===== src/sv/dht_pkg.sv =====
// Shared types, field widths and codes for the double-hashing table.
`default_nettype none
package dht_pkg;

    localparam int KEY_W    = 31;
    localparam int VALUE_W  = 64;
    localparam int SLOT_W   = 10;
    localparam int STATUS_W = 2;
    localparam int DIV_W    = 17;

    localparam int CAPACITY_DEF   = 1024;
    localparam int STEP_PRIME_DEF = 1021;
    localparam int VALUE_BITS_DEF = 64;

    localparam logic CMD_INSERT = 1'b0;
    localparam logic CMD_SEARCH = 1'b1;

    localparam logic DIV_SEL_CAP  = 1'b0;
    localparam logic DIV_SEL_STEP = 1'b1;

    localparam logic [STATUS_W-1:0] ST_INSERTED  = 2'd0;
    localparam logic [STATUS_W-1:0] ST_FOUND     = 2'd1;
    localparam logic [STATUS_W-1:0] ST_NOT_FOUND = 2'd2;
    localparam logic [STATUS_W-1:0] ST_FULL      = 2'd3;

    typedef struct packed {
        logic               cmd;
        logic [KEY_W-1:0]   key;
        logic [VALUE_W-1:0] value;
    } t_in_beat;

    typedef struct packed {
        logic [STATUS_W-1:0] status;
        logic [VALUE_W-1:0]  found_value;
        logic [SLOT_W-1:0]   slot;
    } t_out_beat;

    typedef struct packed {
        logic             start;
        logic [KEY_W-1:0] dividend;
        logic             sel;
    } t_div_req;

endpackage
`default_nettype wire


===== src/sv/dht_divider.sv =====
// Shared remainder unit: reciprocal multiply and back-multiply on one multiplier.
`default_nettype none
module dht_divider #(
    parameter int CAPACITY   = dht_pkg::CAPACITY_DEF,
    parameter int STEP_PRIME = dht_pkg::STEP_PRIME_DEF
) (
    input  wire logic                          i_clk,
    input  wire logic                          i_rst_n,
    input  wire dht_pkg::t_div_req             i_req,
    output logic                               o_done,
    output logic [dht_pkg::DIV_W-1:0]          o_rem
);

    localparam int KW      = dht_pkg::KEY_W;
    localparam int DW      = dht_pkg::DIV_W;
    localparam int MW      = KW + 1;
    localparam int SH_CAP  = KW + $clog2(CAPACITY);
    localparam int SH_STEP = KW + $clog2(STEP_PRIME);

    localparam logic [MW-1:0] M_CAP  =
        MW'(((64'd1 << SH_CAP) + 64'(CAPACITY - 1)) / 64'(CAPACITY));
    localparam logic [MW-1:0] M_STEP =
        MW'(((64'd1 << SH_STEP) + 64'(STEP_PRIME - 1)) / 64'(STEP_PRIME));

    localparam logic [1:0] PH_IDLE  = 2'd0;
    localparam logic [1:0] PH_RECIP = 2'd1;
    localparam logic [1:0] PH_BACK  = 2'd2;
    localparam logic [1:0] PH_SUB   = 2'd3;

    logic [1:0]      r_phase;
    logic            r_done;
    logic            r_sel;
    logic [KW-1:0]   r_x;
    logic [2*MW-1:0] r_prod;
    logic [DW-1:0]   r_rem;
    logic [MW-1:0]   quo;
    logic [MW-1:0]   mul_a;
    logic [MW-1:0]   mul_b;
    logic [2*MW-1:0] product;

    always_comb begin
        quo = (r_sel == dht_pkg::DIV_SEL_CAP) ? MW'(r_prod >> SH_CAP) :
                                                MW'(r_prod >> SH_STEP);
        if (r_phase == PH_RECIP) begin
            mul_a = {1'b0, r_x};
            mul_b = (r_sel == dht_pkg::DIV_SEL_CAP) ? M_CAP : M_STEP;
        end else begin
            mul_a = quo;
            mul_b = (r_sel == dht_pkg::DIV_SEL_CAP) ? MW'(CAPACITY) : MW'(STEP_PRIME);
        end
        product = (2*MW)'(mul_a) * (2*MW)'(mul_b);
    end

    always_ff @(posedge i_clk) begin
        if (!i_rst_n) begin
            r_phase <= PH_IDLE;
            r_done  <= 1'b0;
        end else begin
            r_done <= 1'b0;
            if (i_req.start) begin
                r_phase <= PH_RECIP;
            end else begin
                unique case (r_phase)
                    PH_RECIP: begin
                        r_phase <= PH_BACK;
                    end
                    PH_BACK: begin
                        r_phase <= PH_SUB;
                    end
                    PH_SUB: begin
                        r_phase <= PH_IDLE;
                        r_done  <= 1'b1;
                    end
                    default: begin
                        r_phase <= PH_IDLE;
                    end
                endcase
            end
        end
    end

    always_ff @(posedge i_clk) begin
        if (i_req.start) begin
            r_x   <= i_req.dividend;
            r_sel <= i_req.sel;
        end else if (r_phase == PH_RECIP || r_phase == PH_BACK) begin
            r_prod <= product;
        end else if (r_phase == PH_SUB) begin
            r_rem <= r_x[DW-1:0] - r_prod[DW-1:0];
        end
    end

    assign o_done = r_done;
    assign o_rem  = r_rem;

endmodule
`default_nettype wire


===== config.mk =====
export PLATFORM = sky130hd
export DESIGN_NAME = dht_divider
export DESIGN_NICKNAME = d
export VERILOG_FILES = /design/src/sv/dht_pkg.sv /design/src/sv/dht_divider.sv
export SDC_FILE = /design/constraint.sdc
export NUM_CORES = 1
export LEC_CHECK = 0
export BUFFER_PORTS_ARGS = -buffer_cell sky130_fd_sc_hd__buf_4
export CAP_MARGIN = 10
export CORE_MARGIN = 5
export CORE_UTILIZATION = 70
export DETAILED_ROUTE_END_ITERATION = 7
export HOLD_SLACK_MARGIN = 0.05
export PLACE_DENSITY_LB_ADDON = 0.25
export SYNTH_ARGS = -nofsm -noshare
export SYNTH_HDL_FRONTEND = slang
export SYNTH_SLANG_ARGS = --single-unit

===== constraint.sdc =====
create_clock -name i_clk -period 19.17 [get_ports i_clk]
set_input_delay 2.8755 -clock i_clk [delete_from_list [all_inputs] [get_ports i_clk]]
set_output_delay 2.8755 -clock i_clk [all_outputs]
set_load 0.02 [all_outputs]

* Word level (Yosys, flattened, before mapping)
Index checks and enable logic that the tools add are counted.
** Storage, ports and cells
- Word-level logic and storage cells :: 26
- Flip-flop bits (word level) :: 116
- Input port bits :: 35
- Output and inout port bits :: 18
** Operators by class
- Bitwise operators :: 3
- Multiplexer cells :: 7
- Eq/ne operators :: 3
- Multiply operators :: 1
- Reductions and logical operators :: 4
- Add/sub/neg operators :: 1
** Operator list (count)
- 31-bit by 32-bit multiplier with 63-bit output :: 1
- 32-bit two-way mux :: 1
- 31-bit two-way mux :: 1
- 23-bit two-way mux :: 1
- 17-bit subtractor :: 1
- 11-bit two-way mux :: 1
- 2-bit equality test, second input constant :: 2
- 2-bit one-hot mux with 2 select lines :: 1
- 1-bit inverter :: 3
- 3-bit AND reduction :: 1
- 2-bit by 1-bit equality test with 1-bit output, second input constant :: 1
- 1-bit two-way mux :: 2
- 2-bit AND reduction :: 1
- 2-bit OR reduction :: 1
- 1-bit logical OR :: 1

* Logic depth before layout (Yosys ltp)
Gate-level depths: netlist (run 1).
- Depth after elaboration :: 4
- Mapped depth :: 33

* Worst setup path after synthesis (run 1)
OpenSTA, ideal clock, no wires.
- Path kind :: register to register
- Start point :: register r_phase[1]
- End point :: register r_prod[62] (data pin)
- Path buffers :: 2
- Setup slack :: 11.216 ns
- Stages on the path, launching flop included :: 29
- Clock period less this slack :: 7.954 ns
- Library setup time :: 0.256 ns
- Arrival time :: 7.698 ns
- Cell sequence :: dfxtp_1 -> inv_1 -> ha_1 -> clkbuf_1 -> clkbuf_1 -> and2_1 -> o21ai_0 -> fa_1 -> fa_1 -> inv_1 -> fa_1 -> inv_1 -> fa_1 -> inv_1 -> fa_1 -> fa_1 -> fa_1 -> inv_1 -> fa_1 -> inv_1 -> ha_1 -> nand4_1 -> o221ai_1 -> a221o_1 -> a211oi_1 -> a31oi_2 -> a41oi_2 -> o21ai_2 -> and4_1
** On the way
- Cells in the longest elaborated chain, start to end :: 3
- Elaborated cells between the ends (all ways) :: 4
- Those cells by class :: 1 x mul; 1 x eq/ne; 2 x mux
** Ends and longest elaborated chain
- start, declared :: line dht_divider.sv:30 : logic [1:0] r_phase;
- start signal, assigned :: line dht_divider.sv:56 : r_phase <= PH_IDLE;
- start signal, assigned :: line dht_divider.sv:61 : r_phase <= PH_RECIP;
- start signal, assigned :: line dht_divider.sv:65 : r_phase <= PH_BACK;
- 2-bit by 1-bit equality test with 1-bit output (*) :: line dht_divider.sv:44 : if (r_phase == PH_RECIP) begin
- 31-bit two-way mux or 32-bit two-way mux (tied branches) :: line dht_divider.sv:44
- 31-bit by 32-bit multiplier with 63-bit output (*) :: line dht_divider.sv:51 : product = (2*MW)'(mul_a) * (2*MW)'(mul_b);
- named net product[62] :: line dht_divider.sv:39 : logic [2*MW-1:0] product;
- end signal, assigned :: line dht_divider.sv:87 : r_prod <= product;
- end, declared :: line dht_divider.sv:34 : logic [2*MW-1:0] r_prod;
The timed path passes the listed nets; every way through them passes the cells marked *.
A chain may end at the register's enable or synchronous reset.

* Worst setup path after layout (run 1)
Same ends and word-level chain as after synthesis.

==> results of run 1 <==
## power by group through the flow
| stage | sequential, uW | clock (uW) | combinational (uW) |
|---|---|---|---|
| final | 307 | 170 | 3040 |
| after global routing | 308 | 181 | 3420 |
| after CTS | 306 | 172 | 3010 |
| after detailed placement | 310 | 0 | 2960 |
| after global placement | 309 | 0 | 2900 |
| after floorplan | 303 | 0 | 2160 |
## worst max-delay path: cells and delay by family, from the launching register on
| kind | cells | cell delay [ns] |
|---|---|---|
| adders and majority gates | 10 | 4.46 |
| buffers and inverters | 7 | 0.87 |
| AOI/OAI and AO/OA | 7 | 2.31 |
| DFF | 1 | 0.33 |
| and+or+nand+nor | 4 | 0.81 |
## synthesized netlist by cell type (4+ instances only)
library cell / n / area share (%)
mux2i_1: 5 / 0.25
xnor2_1: 35 / 1.5
nor4_1: 4 / 0.12
a211oi_1: 4 / 0.15
nand4_1: 11 / 0.34
or2_2: 7 / 0.22
o21a_1: 17 / 0.63
and2_1: 51 / 1.6
a21o_1: 35 / 1.3
inv_1: 489 / 9.1
clkbuf_1: 23 / 0.43
o31ai_1: 4 / 0.15
nor3_1: 17 / 0.42
fa_1: 344 / 34
o21bai_1: 15 / 0.56
ha_1: 389 / 24
and3_1: 9 / 0.28
o221ai_1: 6 / 0.26
a31oi_1: 5 / 0.15
nor2_1: 57 / 1.1
a21boi_0: 6 / 0.22
o21ai_0: 36 / 0.89
edfxtp_1: 88 / 13
a21oi_1: 79 / 2.0
xor2_1: 19 / 0.82
nand2b_1: 11 / 0.34
nor2b_1: 21 / 0.65
nand3_1: 19 / 0.47
o21ai_1: 8 / 0.20
nand2_1: 112 / 2.1
## final cells by class
class	count	area, um2
multi-input combinational	1409	15700
fill	2001	7160
sequential	91	2700
inverter	491	1840
tap	384	480
timing repair buffer	60	450
clock buffer	10	229
clock inverter	6	50.0
## registers in the layout (all words and copies together), names as in the netlist
| signal | count |
|---|---|
| r_sel | 1 |
| r_x | 31 |
| r_prod | 39 |
| o_rem | 17 |
| o_done | 1 |
| r_phase | 2 |
## metrics by stage
stage                     setup slack, ns  instance area (um2)  util [%]
final                               10.09                21500      75.0
after global routing                 9.75                21500      75.0
after CTS                           10.20                21500      75.0
after detailed placement            10.23                21200      74.0
after global placement              10.57                21200      74.0
after floorplan                     11.22                20400         -
## worst max path at each step
| stage | startpoint | to | slack, ns | cells past startpoint |
|---|---|---|---|---|
| finish | r_phase[1] | r_prod[62] | 10.09 | 28 |
| global route | r_phase[1] | r_prod[62] | 9.75 | 28 |
| CTS | r_phase[1] | r_prod[62] | 10.20 | 28 |
| detailed placement | r_phase[0] | r_prod[62] | 10.23 | 27 |
| global placement | r_phase[1] | r_prod[62] | 10.57 | 26 |
| floorplan | r_phase[1] | r_prod[62] | 11.22 | 28 |
## logic make-up after synthesis
kind of cell,count (synthesis)
and+or+nand+nor,337
buffers and inverters,518
AOI/OAI and AO/OA,243
xor gates and xnor gates,54
other,2
muxes,6
adders and majority gates,733
DFF,91
## per-layer routing
| layer | vias up | global-route usage, % | routed length, um |
|---|---|---|---|
| met3 | 130 | 8.16 | 5280 |
| met5 | - | 0 | 0 |
| li1 | 6467 | - | - |
| met1 | 7257 | 46.2 | 21400 |
| met4 | 0 | 11.9 | 2340 |
| met2 | 652 | 53.8 | 24200 |
## layout by cell type (no fill, tap or decap), types with 19 or more instances in the layout
master,netlist,final
a21o_1,35,35
a21oi_1,79,79
and2_1,51,51
buf_4,2,60
conb_1,2,36
edfxtp_1,88,88
fa_1,344,344
ha_1,389,388
inv_1,489,489
nand2_1,112,112
nand3_1,19,19
nor2_1,57,56
nor2b_1,21,21
o21ai_0,36,36
xnor2_1,35,35
xor2_1,19,19
==> impl_metrics.yaml, run 1 <==
clock_tree:
  cts_tree: "yes"
  holdBufCountCts: 0
  clk_pin_slew_ns: 0.07
  h-tree-depth: 3
  ctsResizeCount: 0
  cts_buffers: 9
  clockRootBuffer: "clkbuf_16"
  cts.sinks: 91
  post_cts_buffers: 0
  clk_latency_ns: 0.36
  cts_buffer_depth: 2
routing:
  drcViolationCount: 11
  ant_nets: 0
  wire_per_inst_um: 21.8
  vias: 14500
  wl_um: 53300
  first_pass_iters: 8
  drtIter0Drc: 1105
  viasPerCell: 5.92
sta:
  grt_setup_unrepaired: "false"
  period_share_pct: 47.4
  max-slew-margin-rel_pct: 32.5
  fin_setup_tns_ns: 0
  whs_ns: 0.638
  fin_skew_ns: 0.0119
  hold_viol_final: 0
  final.min_clock_period_ns: 9.08
  slew_viol_final: 0
  max_freq_mhz: 110
  tightest_slew_ns: 1.00
  setup_viol_count_final: 0
pwr:
  peakVddDrop_mv: 0.124
  p_total_uw: 3520
  p_int_uw: 1570
  clockPowerShare_pct: 4.8
  p_leak_uw: 0.0120
  p_sw_uw: 1950
  swShare_pct: 55.4
  combPwrFrac_pct: 86.4
  power_density_nw_per_um2: 164
  pwr-share-seq_pct: 8.7
worst_setup_path:
  required_ns: 19.27
  critPathArrivalTime_ns: 9.18
  worstSetupEndpointType: "register"
  max_stage_delay_ns: 0.83
  cp_max_fo: 55
  crit_top_cell: "fa_1"
  r2r_start: "r_phase[1]"
  reg2reg_to: "r_prod[62]"
  start_kind: "register"
  critPathKind: "register to register"
  slowest_stage: "a21boi_0"
  rr_worst_depth: 28
  r2r_slack_ns: 10.09
floorplan:
  start_util_pct: 70.7
  die_area_um2: 32400
  core_area_um2: 28600
  num_io_pins: 53
  die_h_um: 180
  row_count: 62
  die_w_um: 180
cells_and_area:
  antenna_cells: 0
  areaGrowthSynthToFinish_pct: 6.11
  nets: 2830
  drive_above_1_share_pct: 5.08
  fin_cells: 2451
synthesis:
  seq_area_frac_synth_pct: 13.4
  synth_compound_area_share_pct: 7.79
  netlist_area_um2: 20200
  yosysWarningCount: 0
  synthSimpleGateAreaFrac_pct: 8.40
  synth_top_family_by_area: "adder cells"
  synth_xor_area_share_pct: 2.34
  ys_ff_latch: 91
  yosys_most_used_dff: "edfxtp_1"
  yosys.area_share.adder_pct: 58.1
  synthArstFlopShare_pct: 0
  synth_area_per_cell_um2: 10.2
  synth_edf_count: 88
  synthDistinctLibCells: 70
  yosys-mux-area-fraction_pct: 0.303
  synthCells: 1984
global_routing:
  track_usage_pct: 33.9
  grt_pass1_wl_um: 84500
  overflow: 0
  grt_pass1_vias: 15600
  grt_max_degree: 56
  antenna_found_initial: 2
place:
  place_inst: 2435
  gp_congestion: 1.05
  port_buffers: 52
  dp_hpwl_um: 47200
worst_hold_path:
  hp-start: "r_prod[0]"
  holdCritPathClass: "register to register"
  holdPathEnd: "o_rem[0]"
  hold_depth: 2
job:
  cap_violations: 0
run_status:
  violations: "design-rule violations"
  status: "finished, violations left"
(Power assumes the default switching activity.)
==> run 2: changes to the inputs <==
--- a/config.mk
+++ b/config.mk
@@ -8,7 +8,7 @@
 export BUFFER_PORTS_ARGS = -buffer_cell sky130_fd_sc_hd__buf_4
 export CAP_MARGIN = 10
 export CORE_MARGIN = 5
-export CORE_UTILIZATION = 70
+export CORE_UTILIZATION = 60
 export DETAILED_ROUTE_END_ITERATION = 7
 export HOLD_SLACK_MARGIN = 0.05
 export PLACE_DENSITY_LB_ADDON = 0.25
==> constraint.sdc (replaced) <==
create_clock -name i_clk -period 7.55 [get_ports i_clk]
set_input_delay 1.1325 -clock i_clk [delete_from_list [all_inputs] [get_ports i_clk]]
set_output_delay 1.1325 -clock i_clk [all_outputs]
set_load 0.02 [all_outputs]
==> run 2 against run 1 <==
Effect of this change:
- design area grew 14%
- core utilization shrank 2.0 points
- non-clock buffer count grew 266
- global-route usage shrank 3.2 points
- routed wire length grew 8.0%
- sequential share of layout area shrank 1.5 points
- die area grew 16%
- critical path depth shrank 1
- maximum frequency grew 19%
- first-iteration DRC count shrank 8.2%
- the flow finishes with violations (negative setup slack)
- sequential cell count is the same
==> impl_metrics.yaml, run 2 (synthesized netlist as in run 1, its figures left out) <==
clock_tree:
  clk_pin_slew_ns: 0.07
  cts.sinks: 91
  clk_latency_ns: 0.36
  h-tree-depth: 3
  clockRootBuffer: "clkbuf_16"
  cts_tree: "yes"
  cts_buffer_depth: 2
  cts_buffers: 9
  holdBufCountCts: 0
place:
  place_area_um2: 23200
  dp_hpwl_um: 50000
  gp_congestion: 0.986
  pre_cts_ws_ns: -0.390
  port_buffers: 52
global_routing:
  overflow: 0
  grt_pass1_wl_um: 89400
  grt_pass1_vias: 16700
  grt_max_degree: 40
  antenna_found_initial: 0
  track_usage_pct: 30.7
floorplan:
  die_area_um2: 37500
  core_area_um2: 33400
  num_io_pins: 53
  start_util_pct: 60.5
  die_h_um: 194
  row_count: 67
  die_w_um: 194
worst_setup_path:
  worstSetupEndpointType: "register"
  cp_max_fo: 8
  cp_num_buf_inv: 6
  r2r_slack_ns: -0.08
  critPathKind: "register to register"
  slowest_stage: "fa_1"
  rr_worst_depth: 27
  start_kind: "register"
  max_stage_delay_ns: 0.61
  crit_family: "adder cells"
  critPathArrivalTime_ns: 7.75
  crit_top_cell: "fa_1"
  reg2reg_to: "r_prod[62]"
  r2r_start: "r_phase[1]"
  required_ns: 7.67
run_status:
  violations: "negative setup slack"
  status: "finished, violations left"
sta:
  whs_ns: 0.640
  final.min_clock_period_ns: 7.63
  hold_viol_final: 0
  slew_viol_final: 0
  period_share_pct: 101
  tightest_slew_ns: 0.818
  max-slew-margin-rel_pct: 45.5
  max_freq_mhz: 131
  grt_setup_unrepaired: "true"
  fin_setup_tns_ns: -0.142
  setup_ws_ns: -0.0796
  setup_viol_count_final: 3
  fin_skew_ns: 0.0102
cells_and_area:
  largest_register_ffs: 39
  fillCellCount: 2407
  final_common_cell: "inv_1"
  largest_register: "r_prod"
  nets: 3096
  final_cell_mix: "inv_1 (481), ha_1 (370), fa_1 (333)"
  fin_area_um2: 24400
  drive_above_1_share_pct: 21.0
  areaGrowthSynthToFinish_pct: 20.6
job:
  cap_violations: 0
routing:
  drcViolationCount: 0
  ant_nets: 0
  vias: 15400
  drtIter0Drc: 1014
  viasPerCell: 5.55
  wire_per_inst_um: 20.7
  first_pass_iters: 5
  wl_um: 57600
worst_hold_path:
  holdPathEnd: "o_rem[0]"
  holdCritPathClass: "register to register"
  hold_depth: 2
  hp-start: "r_prod[0]"
-- run 2: cell count changes in the layout (fill, tap and decap cells not counted), moves of 8 or more --
cell     previous run  this run
ha_1              388       370
ha_4                0        18
a21oi_1            79        65
fa_2                0        11
buf_4              60       312
nand2_1           112        93
fa_1              344       333
inv_1             489       481
a21oi_2             3        15
nand2_2             1        18
o21ai_0            36        28
-- run 2: cell type report --
| cell class | instances | area (um2) | share of cell area [%] |
|---|---|---|---|
| diodes | 1 | 2.50 | 0.0103 |
| clock buffers | 9 | 225 | 0.923 |
| clock inverters | 7 | 72.6 | 0.297 |
| inverters | 491 | 1850 | 7.57 |
| multi-input cells | 1409 | 16400 | 67.2 |
| flip-flops and latches | 91 | 2710 | 11.1 |
| well taps | 448 | 561 | 2.30 |
| repair buffers | 326 | 2590 | 10.6 |
-- run 2: timing repair --
| item | 4_1_cts | 5_1_grt |
|---|---|---|
| resized for setup | 70 | 84 |
| hold endpoints to repair | 0 | 0 |
| setup endpoints to repair | 23 | 19 |
| buffers inserted | 8 | 13 |
| gates cloned | 1 | 1 |
| pin swaps | 24 | 27 |
-- run 2: worst register-to-register path: cells and delay by family (launching register included) --
kind                     cells  cell delay (ns)
adder cells (fa/ha/maj)     10             4.43
AO/OA/AOI/OAI                8             1.64
buffers and inverters        6             0.51
AND/OR/NAND/NOR              3             0.47
flip-flops                   1             0.34
-- run 2: through the flow --
step	util, %	std cells
detailed placement	69.2	2742
floorplan	-	2018
global placement	69.2	2742
global route	72.9	2781
CTS	71.4	2767
finish	72.9	2782
-- run 2: how the worst max path moves through the flow --
stage                     from         end  slack (ns)  cells past startpoint
finish              r_phase[1]  r_prod[62]       -0.08                     27
floorplan           r_phase[1]  r_prod[62]        0.03                     30
global route        r_phase[1]  r_prod[62]       -0.27                     27
CTS                 r_phase[1]  r_prod[62]       -0.01                     26
detailed placement  r_phase[1]  r_prod[58]       -0.39                     33
global placement    r_phase[1]  r_prod[58]       -0.33                     33
-- run 2: per-layer routing --
metal | track usage (%) | up-vias | wire length (um)
li1 | - | 7014 | -
met1 | 41.8 | 7764 | 23800
met2 | 50.7 | 533 | 27500
met3 | 5.36 | 121 | 4330
met4 | 9.36 | 0 | 1960
met5 | 0 | - | 0
Power of run 2 is not shown: default switching activity piles up to over one toggle a cycle in this logic, so the estimate is an artifact.
